$ cat src/sv/cpfa_pkg.sv
`default_nettype none
// ----------------------------------------------------------------------------
// cpfa_pkg: shared types and constants of the page frame allocator
// Frame table size, reserved frames, derived widths, the controller state
// type and the command and status groups between controller and datapath.
// ----------------------------------------------------------------------------
package cpfa_pkg;

   // table geometry
   localparam int NUM_FRAMES      = 4096;
   localparam int RESERVED_FRAMES = 1139;

   // fixed field widths
   localparam int COUNT_W = 13;
   localparam int PAGE_W  = 12;

   // frame index width, and a working width that holds NUM_FRAMES itself
   // as well as any request count or page number
   localparam int FRAME_W = (NUM_FRAMES > 1) ? $clog2(NUM_FRAMES) : 1;
   localparam int IDX_W   = FRAME_W + 1;
   localparam int WIDE_W  = (IDX_W > COUNT_W) ? IDX_W : COUNT_W;

   // request action codes
   localparam logic ACT_ALLOC = 1'b0;
   localparam logic ACT_FREE  = 1'b1;

   // response status codes
   localparam logic STAT_OK   = 1'b0;
   localparam logic STAT_FAIL = 1'b1;

   typedef enum logic [2:0] {
      ST_CLEAR,
      ST_IDLE,
      ST_SCAN,
      ST_WRITE,
      ST_DONE
   } state_type;

   typedef struct packed {
      logic accept;      // latch request, arm scan or free
      logic scan_en;     // advance the first-fit scan
      logic mark_start;  // load the found run for marking
      logic write_en;    // write one mark of the current run
      logic fail;        // record a refused request
      logic clear_en;    // write one mark of the reset pattern
      logic rsp_load;    // move the result into the response register
   } cmd_type;

   typedef struct packed {
      logic is_free;     // incoming request frees frames
      logic req_bad;     // incoming allocate count is zero or too large
      logic hit;         // scan found a long enough run this cycle
      logic scan_end;    // scan checked the last frame
      logic write_done;  // run write has no frame left
      logic clear_done;  // reset pattern writes the last frame
      logic rsp_busy;    // response register still holds a transaction
   } stat_type;

endpackage
`default_nettype wire

$ cat src/sv/cpfa_ctrl.sv
`default_nettype none
// ----------------------------------------------------------------------------
// cpfa_ctrl: allocator controller
// Sequences the clearing pass, the first-fit scan, the run writes and the
// handoff of each result to the response register.
// ----------------------------------------------------------------------------
module cpfa_ctrl (
   input  wire logic               clock,
   input  wire logic               reset,
   input  wire logic               req_valid,
   output logic                    req_ready,
   input  wire cpfa_pkg::stat_type stat,
   output cpfa_pkg::cmd_type       cmd
);
   import cpfa_pkg::*;

   state_type state_ff;
   state_type state_in;

   // hold state
   always_ff @(posedge clock) begin
      if (reset) begin
         state_ff <= ST_CLEAR;
      end else begin
         state_ff <= state_in;
      end
   end

   // decide next state and commands
   always_comb begin
      state_in  = state_ff;
      cmd       = '0;
      req_ready = 1'b0;
      case (state_ff)
         ST_CLEAR: begin
            cmd.clear_en = 1'b1;
            if (stat.clear_done) begin
               state_in = ST_IDLE;
            end
         end
         ST_IDLE: begin
            req_ready = 1'b1;
            if (req_valid) begin
               cmd.accept = 1'b1;
               if (stat.is_free) begin
                  state_in = ST_WRITE;
               end else if (stat.req_bad) begin
                  cmd.fail = 1'b1;
                  state_in = ST_DONE;
               end else begin
                  state_in = ST_SCAN;
               end
            end
         end
         ST_SCAN: begin
            cmd.scan_en = 1'b1;
            if (stat.hit) begin
               cmd.mark_start = 1'b1;
               state_in       = ST_WRITE;
            end else if (stat.scan_end) begin
               cmd.fail = 1'b1;
               state_in = ST_DONE;
            end
         end
         ST_WRITE: begin
            cmd.write_en = 1'b1;
            if (stat.write_done) begin
               state_in = ST_DONE;
            end
         end
         ST_DONE: begin
            if (!stat.rsp_busy) begin
               cmd.rsp_load = 1'b1;
               state_in     = ST_IDLE;
            end
         end
         default: begin
            state_in = ST_IDLE;
         end
      endcase
   end

endmodule
`default_nettype wire

$ cat config.mk
export PLATFORM = sky130hd
export DESIGN_NAME = cpfa_ctrl
export DESIGN_NICKNAME = d
export VERILOG_FILES = /design/src/sv/cpfa_pkg.sv /design/src/sv/cpfa_ctrl.sv
export SDC_FILE = /design/constraint.sdc
export NUM_CORES = 1
export LEC_CHECK = 0
export BUFFER_PORTS_ARGS = -buffer_cell sky130_fd_sc_hd__buf_2
export CELL_PAD_IN_SITES_DETAIL_PLACEMENT = 1
export CELL_PAD_IN_SITES_GLOBAL_PLACEMENT = 1
export CORE_MARGIN = 4
export CORE_UTILIZATION = 24
export DETAILED_ROUTE_END_ITERATION = 10
export MAX_ROUTING_LAYER = met4
export PLACE_DENSITY = 0.74
export SYNTH_ARGS = -nofsm -noshare
export SYNTH_HDL_FRONTEND = slang
export SYNTH_SLANG_ARGS = --single-unit
$ cat constraint.sdc
create_clock -name clock -period 1.11 [get_ports clock]
set_input_delay 0.0555 -clock clock [delete_from_list [all_inputs] [get_ports clock]]
set_output_delay 0.0555 -clock clock [all_outputs]
set_load 0.005 [all_outputs]
==> out/summary.txt, run 1 <==
status: complete, but fails checks
failing checks: negative setup slack
reg2reg setup slack: -110 ps
TritonCTS Sinks: 3
Final Hold Fails: 0
Clock power frac: 0.372
Worst Path Class, Setup: flip-flop to output pin
Syn Nets: 50
largest family of logic cells by synthesized area: simple AND/OR/NAND/NOR gates
DR WL/cell: 15.0 µm
worst r2r dst: state_ff[1]$_SDFFE_PP0P_
RSZ-0062 raised after global routing: true
crit path max-delay cell type: dfxtp_2
Synth Area in Adders: 0
CTS Root Cell: clkbuf_4
sequential cell area fraction in the yosys report: 0.187
vias in the first global route: 457
slowest stage delay, CP: 320 ps
max cap viols: 0
DR DRC count: 0
Post-Synth Simple-Gate Area: 0.412
initial DRC count: 3
core area: 0.00119 mm²
compound-gate portion of the synthesized area: 0.261
Synth area leader: dfxtp_1
chip width: 44.6 µm
sw power: 0.194 mW
clk_skew: 3.48 ps
Initial Utilization: 0.271
Final min period: 1340 ps
antenna fix cells: 0
cell family with most CP delay: simple AND/OR/NAND/NOR gates
Final Power: 0.570 mW
Clock Tree Buf Depth: 2
asr flop ratio synth: 0
Total GRT Usage: 0.148
post-route ant nets: 0
hold_ws: 28.9 ps
Worst-Margin Slew: 235 ps
fin crit share: 1.21
EDFF count, synth: 0
final setup violation count: 9
switch share: 0.340
Die ar.: 0.00199 mm²
largest net degree at the start of global routing: 9
Pins Over Slew Limit: 0
Gate power share: 0.384
Hold EP: state_ff[0]$_SDFFE_PP0P_
Most flops, register: state_ff
VDD IR max: 0.431 mV
Worst R2R Path Depth: 6
num rows: 12
DR vias: 425
layout cells sized above 1: 0.718
average size of a mapped cell: 8.04 µm²
crit end category: output pin
Hold Path Origin: reset
DP HPWL: 832 µm
global-route wire length before repair: 2.04 mm
# port buffers: 17
drt via density: 5.00
Startpoint Class: flip-flop
Slew Limit Headroom: 0.842
Post-Syn Area: 322 µm²
hold crit path type: input pin to flip-flop
leakage power total: 0.272 nW
Main synth FF type: dfxtp_1
Vert. Die Dim: 44.6 µm
pwr dens: 950 mW/mm²
initial antenna violation count: 0
final instance area: 599 µm²
Largest register FFs: 3
RR Startpoint: state_ff[2]$_SDFFE_PP0P_
Crit path buffers/inverters: 2
drt total wl: 1.28 mm
Syn Inst Count: 40
Synth top area share: 0.187
gpl congestion: 0.779
xor/xnor share of the synthesized area: 0
Area after DPL: 462 µm²
total CTS buffers: 3
Pint: 0.376 mW
Area Overhead vs Synth: 86.4%
Crit path required time: 1050 ps
Skew-Pair Late Insertion Delay: 240 ps
post-route setup slack: -234 ps
Max FO, Critical Path: 4
hold_buf cts: 0
synth top area cells: dfxtp_1 (19%), buf_6 (7.0%), a21oi_1 (4.7%)
CP cell instances: buf_6 > and4bb_2 > nand3b_1 > o41ai_2 > buf_2
Top Ports: 18
top flop regs: state_ff x3
Seq pwr share: 0.244
total grt overflow: 0
mux share of post-synthesis cell area: 0
Distinct cells, synth: 27
Yosys warnings: 0
TritonCTS clock tree: built
Reg clk slew, reported paths: 40 ps
nets@finish: 82
#FFs+latches synth: 3
drt first pass iters: 2
H-tree lvl count: 1
Max Clock Freq: 744 MHz
Worst Hold Depth: 2
CP Data Arrival Time: 1290 ps
per-stage QoR:
| stage | setup WS (ps) | cells | util | setup TNS, ps |
|---|---|---|---|---|
| after floorplan | 24.6 | 40 | - | 0 |
| after global placement | -50.2 | 77 | 0.389 | -71.7 |
| after detailed placement | -35.2 | 77 | 0.389 | -53.1 |
| after CTS | -224 | 84 | 0.493 | -1010 |
| after global routing | -313 | 85 | 0.505 | -1540 |
| final | -234 | 85 | 0.505 | -983 |
area by class of cell:
type | instances | area (µm²)
Clock buffer | 4 | 26.3
Inverter | 4 | 15.0
Fill cell | 155 | 587
Multi-Input combinational cell | 30 | 268
Timing Repair Buffer | 30 | 204
Tap cell | 14 | 17.5
Sequential cell | 3 | 68.8
logic make-up (layout without fill, tap and decap cells):
kind of cell,after synthesis,count (layout)
compound gates,11,11
buf+inv,7,38
flops,3,3
simple gates,19,19
worst reg2reg max path, stage by stage, from the launching register on:
cell and delay, ps:
dfxtp_2 320, buf_6 120, and4bb_2 290, buf_4 110, buf_6 80, o21ai_1 50
a21oi_1 150
cell usage in the layout (no fill, tap or decap), types with 2 or more instances in the layout:
| master | count |
|---|---|
| a21oi_1 | 3 |
| buf_2 | 16 |
| buf_4 | 9 |
| buf_6 | 5 |
| clkbuf_4 | 3 |
| dfxtp_4 | 2 |
| inv_2 | 3 |
| nand2b_1 | 2 |
| nor2_1 | 2 |
| nor3_2 | 3 |
per-layer routing:
layer  track usage  up-vias  wire, µm
met5             -        -         0
met4        0.0723        0        15
li1              -      210         -
met2         0.252       18       649
met1         0.164      193       532
met3        0.0244        4        77
power groups by stage:
stage / registers [mW] / logic [mW] / clock network [mW]
floorplan: 0.123 / 0.0978 / 0
global placement: 0.134 / 0.165 / 0
detailed placement: 0.134 / 0.168 / 0
CTS: 0.138 / 0.214 / 0.214
global route: 0.141 / 0.240 / 0.226
finish: 0.139 / 0.219 / 0.212
worst max-delay path by stage:
stage	start	to	slack, ps	depth (start not counted)
floorplan	state_ff[2]$_SDFFE_PP0P_	state_ff[0]$_SDFFE_PP0P_	20	4
global placement	state_ff[1]$_SDFFE_PP0P_	cmd[2]	-50	3
detailed placement	state_ff[2]$_SDFFE_PP0P_	state_ff[0]$_SDFFE_PP0P_	-40	4
CTS	state_ff[2]$_SDFFE_PP0P_	cmd[2]	-220	5
global route	state_ff[2]$_SDFFE_PP0P_	cmd[2]	-310	4
finish	state_ff[2]$_SDFFE_PP0P_	cmd[2]	-230	5
Yosys cell counts, types with 2 or more instances:
master	n
inv_1	4
a21oi_1	3
dfxtp_1	3
nor3_1	3
buf_6	2
nand2_1	2
nand2b_1	2
nor2_1	2
what timing repair did:
item	CTS	global route
gates resized for setup	19	4
setup endpoints to repair	10	11
setup buffers	3	2
gates cloned	0	0
pin swaps	5	3
No activity file was read; power rests on OpenSTA's default activity.
==> run 2, diff against run 1 <==
--- a/config.mk
+++ b/config.mk
@@ -7,5 +7,5 @@
 export LEC_CHECK = 0
 export BUFFER_PORTS_ARGS = -buffer_cell sky130_fd_sc_hd__buf_2
-export CELL_PAD_IN_SITES_DETAIL_PLACEMENT = 1
+export CELL_PAD_IN_SITES_DETAIL_PLACEMENT = 0
 export CELL_PAD_IN_SITES_GLOBAL_PLACEMENT = 1
 export CORE_MARGIN = 4
==> constraint.sdc (replaced) <==
create_clock -name clock -period 1.11 [get_ports clock]
set_input_delay 0.111 -clock clock [delete_from_list [all_inputs] [get_ports clock]]
set_output_delay 0.111 -clock clock [all_outputs]
set_load 0.005 [all_outputs]
==> out/summary.txt, run 2 (synthesized netlist as in run 1, its figures left out) <==
Reg clk slew, reported paths: 40 ps
reg2reg setup slack: -70 ps
CP cell instances: buf_6 > and4bb_2 > nand3b_1 > o41ai_2 > buf_2
core area: 0.00119 mm²
Final Hold Fails: 0
VDD IR max: 0.557 mV
H-tree lvl count: 1
gpl congestion: 0.817
Worst Path Class, Setup: flip-flop to output pin
CTS Root Cell: clkbuf_4
DR vias: 416
chip width: 44.6 µm
num rows: 12
Inst Count DP: 75
fin crit share: 1.25
DR WL/cell: 12.1 µm
# port buffers: 17
hold crit path type: input pin to flip-flop
Worst-Margin Slew: 224 ps
commonest cells after routing, fill and taps aside: buf_2 (16), buf_6 (7), buf_4 (6)
vias in the first global route: 420
Final Power: 0.558 mW
pwr dens: 930 mW/mm²
Max Clock Freq: 722 MHz
cell family with most CP delay: simple AND/OR/NAND/NOR gates
Worst R2R Path Depth: 5
top flop regs: state_ff x3
Pins Over Slew Limit: 0
RR Startpoint: state_ff[2]$_SDFFE_PP0P_
setup tns final: -1050 ps
drt first pass iters: 2
WP depth: 5
Area after DPL: 447 µm²
drt via density: 4.95
hold_ws: 77.2 ps
Initial Utilization: 0.271
Area Overhead vs Synth: 86.8%
initial antenna violation count: 0
Final min period: 1380 ps
post-route ant nets: 0
global-route wire length before repair: 1.62 mm
total CTS buffers: 3
drt total wl: 1.01 mm
TritonCTS clock tree: built
status: complete, but fails checks
crit end category: output pin
post-layout util: 0.506
Crit path required time: 1000 ps
largest net degree at the start of global routing: 8
Die ar.: 0.00199 mm²
Top Ports: 18
worst r2r dst: state_ff[0]$_SDFFE_PP0P_
non-filler instance count after layout: 84
antenna fix cells: 0
initial DRC count: 4
slowest stage delay, CP: 330 ps
Slew Limit Headroom: 0.849
crit path max-delay cell type: dfxtp_2
Critical path destination: cmd[2]
nets@finish: 81
post-route setup slack: -275 ps
setup slack after placement: -64.8 ps
layout cells sized above 1: 0.686
max cap viols: 0
leakage power total: 0.271 nW
Clock Tree Buf Depth: 2
Most flops, register: state_ff
DR DRC count: 0
RSZ-0062 raised after global routing: true
clk_skew: 1.10 ps
Max FO, Critical Path: 4
Total GRT Usage: 0.114
crit path launch: state_ff[2]$_SDFFE_PP0P_
TritonCTS Sinks: 3
final instance area: 601 µm²
final setup violation count: 9
Vert. Die Dim: 44.6 µm
Largest register FFs: 3
total grt overflow: 0
Skew-Pair Late Insertion Delay: 240 ps
Crit path buffers/inverters: 2
DP HPWL: 740 µm
CP Data Arrival Time: 1270 ps
failing checks: negative setup slack
hold_buf cts: 0
commonest non-fill, non-tap cell in the layout: buf_2
Startpoint Class: flip-flop
## run 2: how the worst min path moves through the flow
stage,start,end,slack [ps],cells after the start
floorplan,reset,state_ff[0]$_SDFFE_PP0P_,180,1
global placement,reset,state_ff[0]$_SDFFE_PP0P_,330,2
detailed placement,reset,state_ff[0]$_SDFFE_PP0P_,330,2
CTS,reset,state_ff[1]$_SDFFE_PP0P_,70,2
global route,reset,state_ff[0]$_SDFFE_PP0P_,90,2
finish,reset,state_ff[1]$_SDFFE_PP0P_,80,2
## run 2: power breakdown
part	internal (mW)	leakage (nW)	switching, mW
sequential	0.118	0.0264	0.0184
clock	0.135	0.0150	0.0657
combinational	0.126	0.230	0.0955
total	0.379	0.271	0.180
## run 2: cell type report
| cell class | count | area (µm²) |
|---|---|---|
| Tap cell | 14 | 17.5 |
| Multi-Input combinational cell | 30 | 267 |
| Sequential cell | 3 | 68.8 |
| Clock buffer | 4 | 26.3 |
| Inverter | 4 | 17.5 |
| Fill cell | 125 | 586 |
| Timing Repair Buffer | 29 | 204 |
## run 2: routing by layer
| metal | routed length [µm] | share of wire | global-route usage | up-vias |
|---|---|---|---|---|
| met5 | 0 | 0 | - | - |
| met1 | 445 | 0.44 | 0.110 | 188 |
| met4 | 0 | 0 | 0.0542 | 0 |
| met2 | 501 | 0.49 | 0.201 | 17 |
| met3 | 66 | 0.065 | 0.0366 | 0 |
| li1 | - | - | - | 211 |
## run 2: repair_timing
action	4_1_cts	5_1_grt
setup buffers	2	4
pin swaps	5	4
endpoints found under the hold margin	0	0
setup endpoints to repair	11	11
gates resized for setup	14	11
==> run 3, diff against run 2 <==
SKIP_CTS_REPAIR_TIMING = 1   (was default)
==> out/summary.txt, run 3 (synthesized netlist as in run 1, its figures left out) <==
status: complete, but fails checks
layout cells sized above 1: 0.631
slowest stage delay, CP: 330 ps
Worst Hold Depth: 2
failing checks: negative setup slack
drt via density: 4.90
initial DRC count: 2
RR Startpoint: state_ff[2]$_SDFFE_PP0P_
final setup violation count: 9
RSZ-0062 raised after global routing: true
post-layout util: 0.432
drt first pass iters: 2
Startpoint Class: flip-flop
clk_skew: 0.338 ps
Gate power share: 0.338
Skew-Pair Late Insertion Delay: 240 ps
sw power: 0.163 mW
Slew Limit Headroom: 0.849
fin crit share: 1.25
Final Hold Fails: 0
Worst R2R Path Depth: 4
setup slack after placement: -64.8 ps
CTS Root Cell: clkbuf_4
Worst Path Class, Setup: flip-flop to output pin
DR DRC count: 0
drt total wl: 971 µm
commonest non-fill, non-tap cell in the layout: buf_2
worst r2r dst: state_ff[0]$_SDFFE_PP0P_
initial antenna violation count: 0
# port buffers: 17
Most flops, register: state_ff
Crit path buffers/inverters: 2
reg2reg setup slack: -40 ps
Seq pwr share: 0.263
chip width: 44.6 µm
Largest register FFs: 3
Final min period: 1380 ps
post-route setup slack: -273 ps
Pins Over Slew Limit: 0
switch share: 0.321
DR WL/cell: 12.3 µm
TritonCTS clock tree: built
vias in the first global route: 388
Hold Path Origin: reset
crit path max-delay cell type: dfxtp_2
Hold EP: state_ff[1]$_SDFFE_PP0P_
num rows: 12
post-route ant nets: 0
TritonCTS Sinks: 3
total CTS buffers: 3
H-tree lvl count: 1
final instance area: 513 µm²
Clock power frac: 0.399
gpl congestion: 0.817
leakage power total: 0.245 nW
Area Overhead vs Synth: 59.5%
CP Data Arrival Time: 1270 ps
nets@finish: 76
Top Ports: 18
global-route wire length before repair: 1.47 mm
Inst Count DP: 75
total grt overflow: 0
CP cell instances: buf_6 > and4bb_2 > nand3b_1 > o41ai_2 > buf_2
cell family with most CP delay: simple AND/OR/NAND/NOR gates
VDD IR max: 0.549 mV
Initial Utilization: 0.271
Die ar.: 0.00199 mm²
Max FO, Critical Path: 4
hold crit path type: input pin to flip-flop
DP HPWL: 740 µm
Clock Tree Buf Depth: 2
Pint: 0.345 mW
Vert. Die Dim: 44.6 µm
Crit path required time: 1000 ps
commonest cells after routing, fill and taps aside: buf_2 (17), buf_4 (4), inv_1 (3), clkbuf_4 (3), buf_6 (3)
crit end category: output pin
DR vias: 387
core area: 0.00119 mm²
Area after DPL: 447 µm²
pwr dens: 989 mW/mm²
max cap viols: 0
largest net degree at the start of global routing: 8
top flop regs: state_ff x3
antenna fix cells: 0
non-filler instance count after layout: 79
Total GRT Usage: 0.104
Max Clock Freq: 723 MHz
Reg clk slew, reported paths: 40 ps
Worst-Margin Slew: 224 ps
## run 3: power groups by stage
stage | Clock (mW) | Combinational [mW] | Sequential, mW
final | 0.203 | 0.171 | 0.133
after global routing | 0.217 | 0.189 | 0.135
after CTS | 0.210 | 0.158 | 0.131
after detailed placement | 0 | 0.157 | 0.132
after global placement | 0 | 0.156 | 0.132
after floorplan | 0 | 0.0978 | 0.123
## run 3: per-stage QoR
step	setup TNS (ps)	hold WS, ps	power, mW
4_1_cts	-1570	81.0	0.498
2_1_floorplan	0	179	0.221
3_3_place_gp	-158	330	0.288
5_1_grt	-1500	98.9	0.541
3_5_place_dp	-142	334	0.289
6_report	-1030	85.1	0.507
## run 3: layer usage
metal,global-route usage,vias to the layer above,part of all wire
met1,0.105,167,0.44
met5,-,-,0
li1,-,200,-
met2,0.175,18,0.46
met3,0.0366,2,0.089
met4,0.0542,0,0.011
## run 3: layout make-up
cell class                 instances  area (µm²)
tap                               14        17.5
multi-input combinational         30         239
sequential                         3        66.3
timing repair buffer              24         149
fill                             137         673
clock buffer                       4        26.3
inverter                           4        15.0
## run 3: worst reg2reg max path, stage by stage (launching register included)
cell	delay [ps]
dfxtp_2	330
buf_4	150
nand2b_4	130
a32o_2	260
a311oi_2	180
## run 3: how the worst max path moves through the flow
stage	start	end	slack, ps	cells past startpoint
after detailed placement	state_ff[2]$_SDFFE_PP0P_	cmd[2]	-60	5
final	state_ff[2]$_SDFFE_PP0P_	cmd[2]	-270	5
after CTS	state_ff[2]$_SDFFE_PP0P_	cmd[2]	-330	5
after floorplan	state_ff[2]$_SDFFE_PP0P_	state_ff[0]$_SDFFE_PP0P_	20	4
after global routing	state_ff[2]$_SDFFE_PP0P_	cmd[2]	-320	5
after global placement	state_ff[2]$_SDFFE_PP0P_	cmd[2]	-70	5
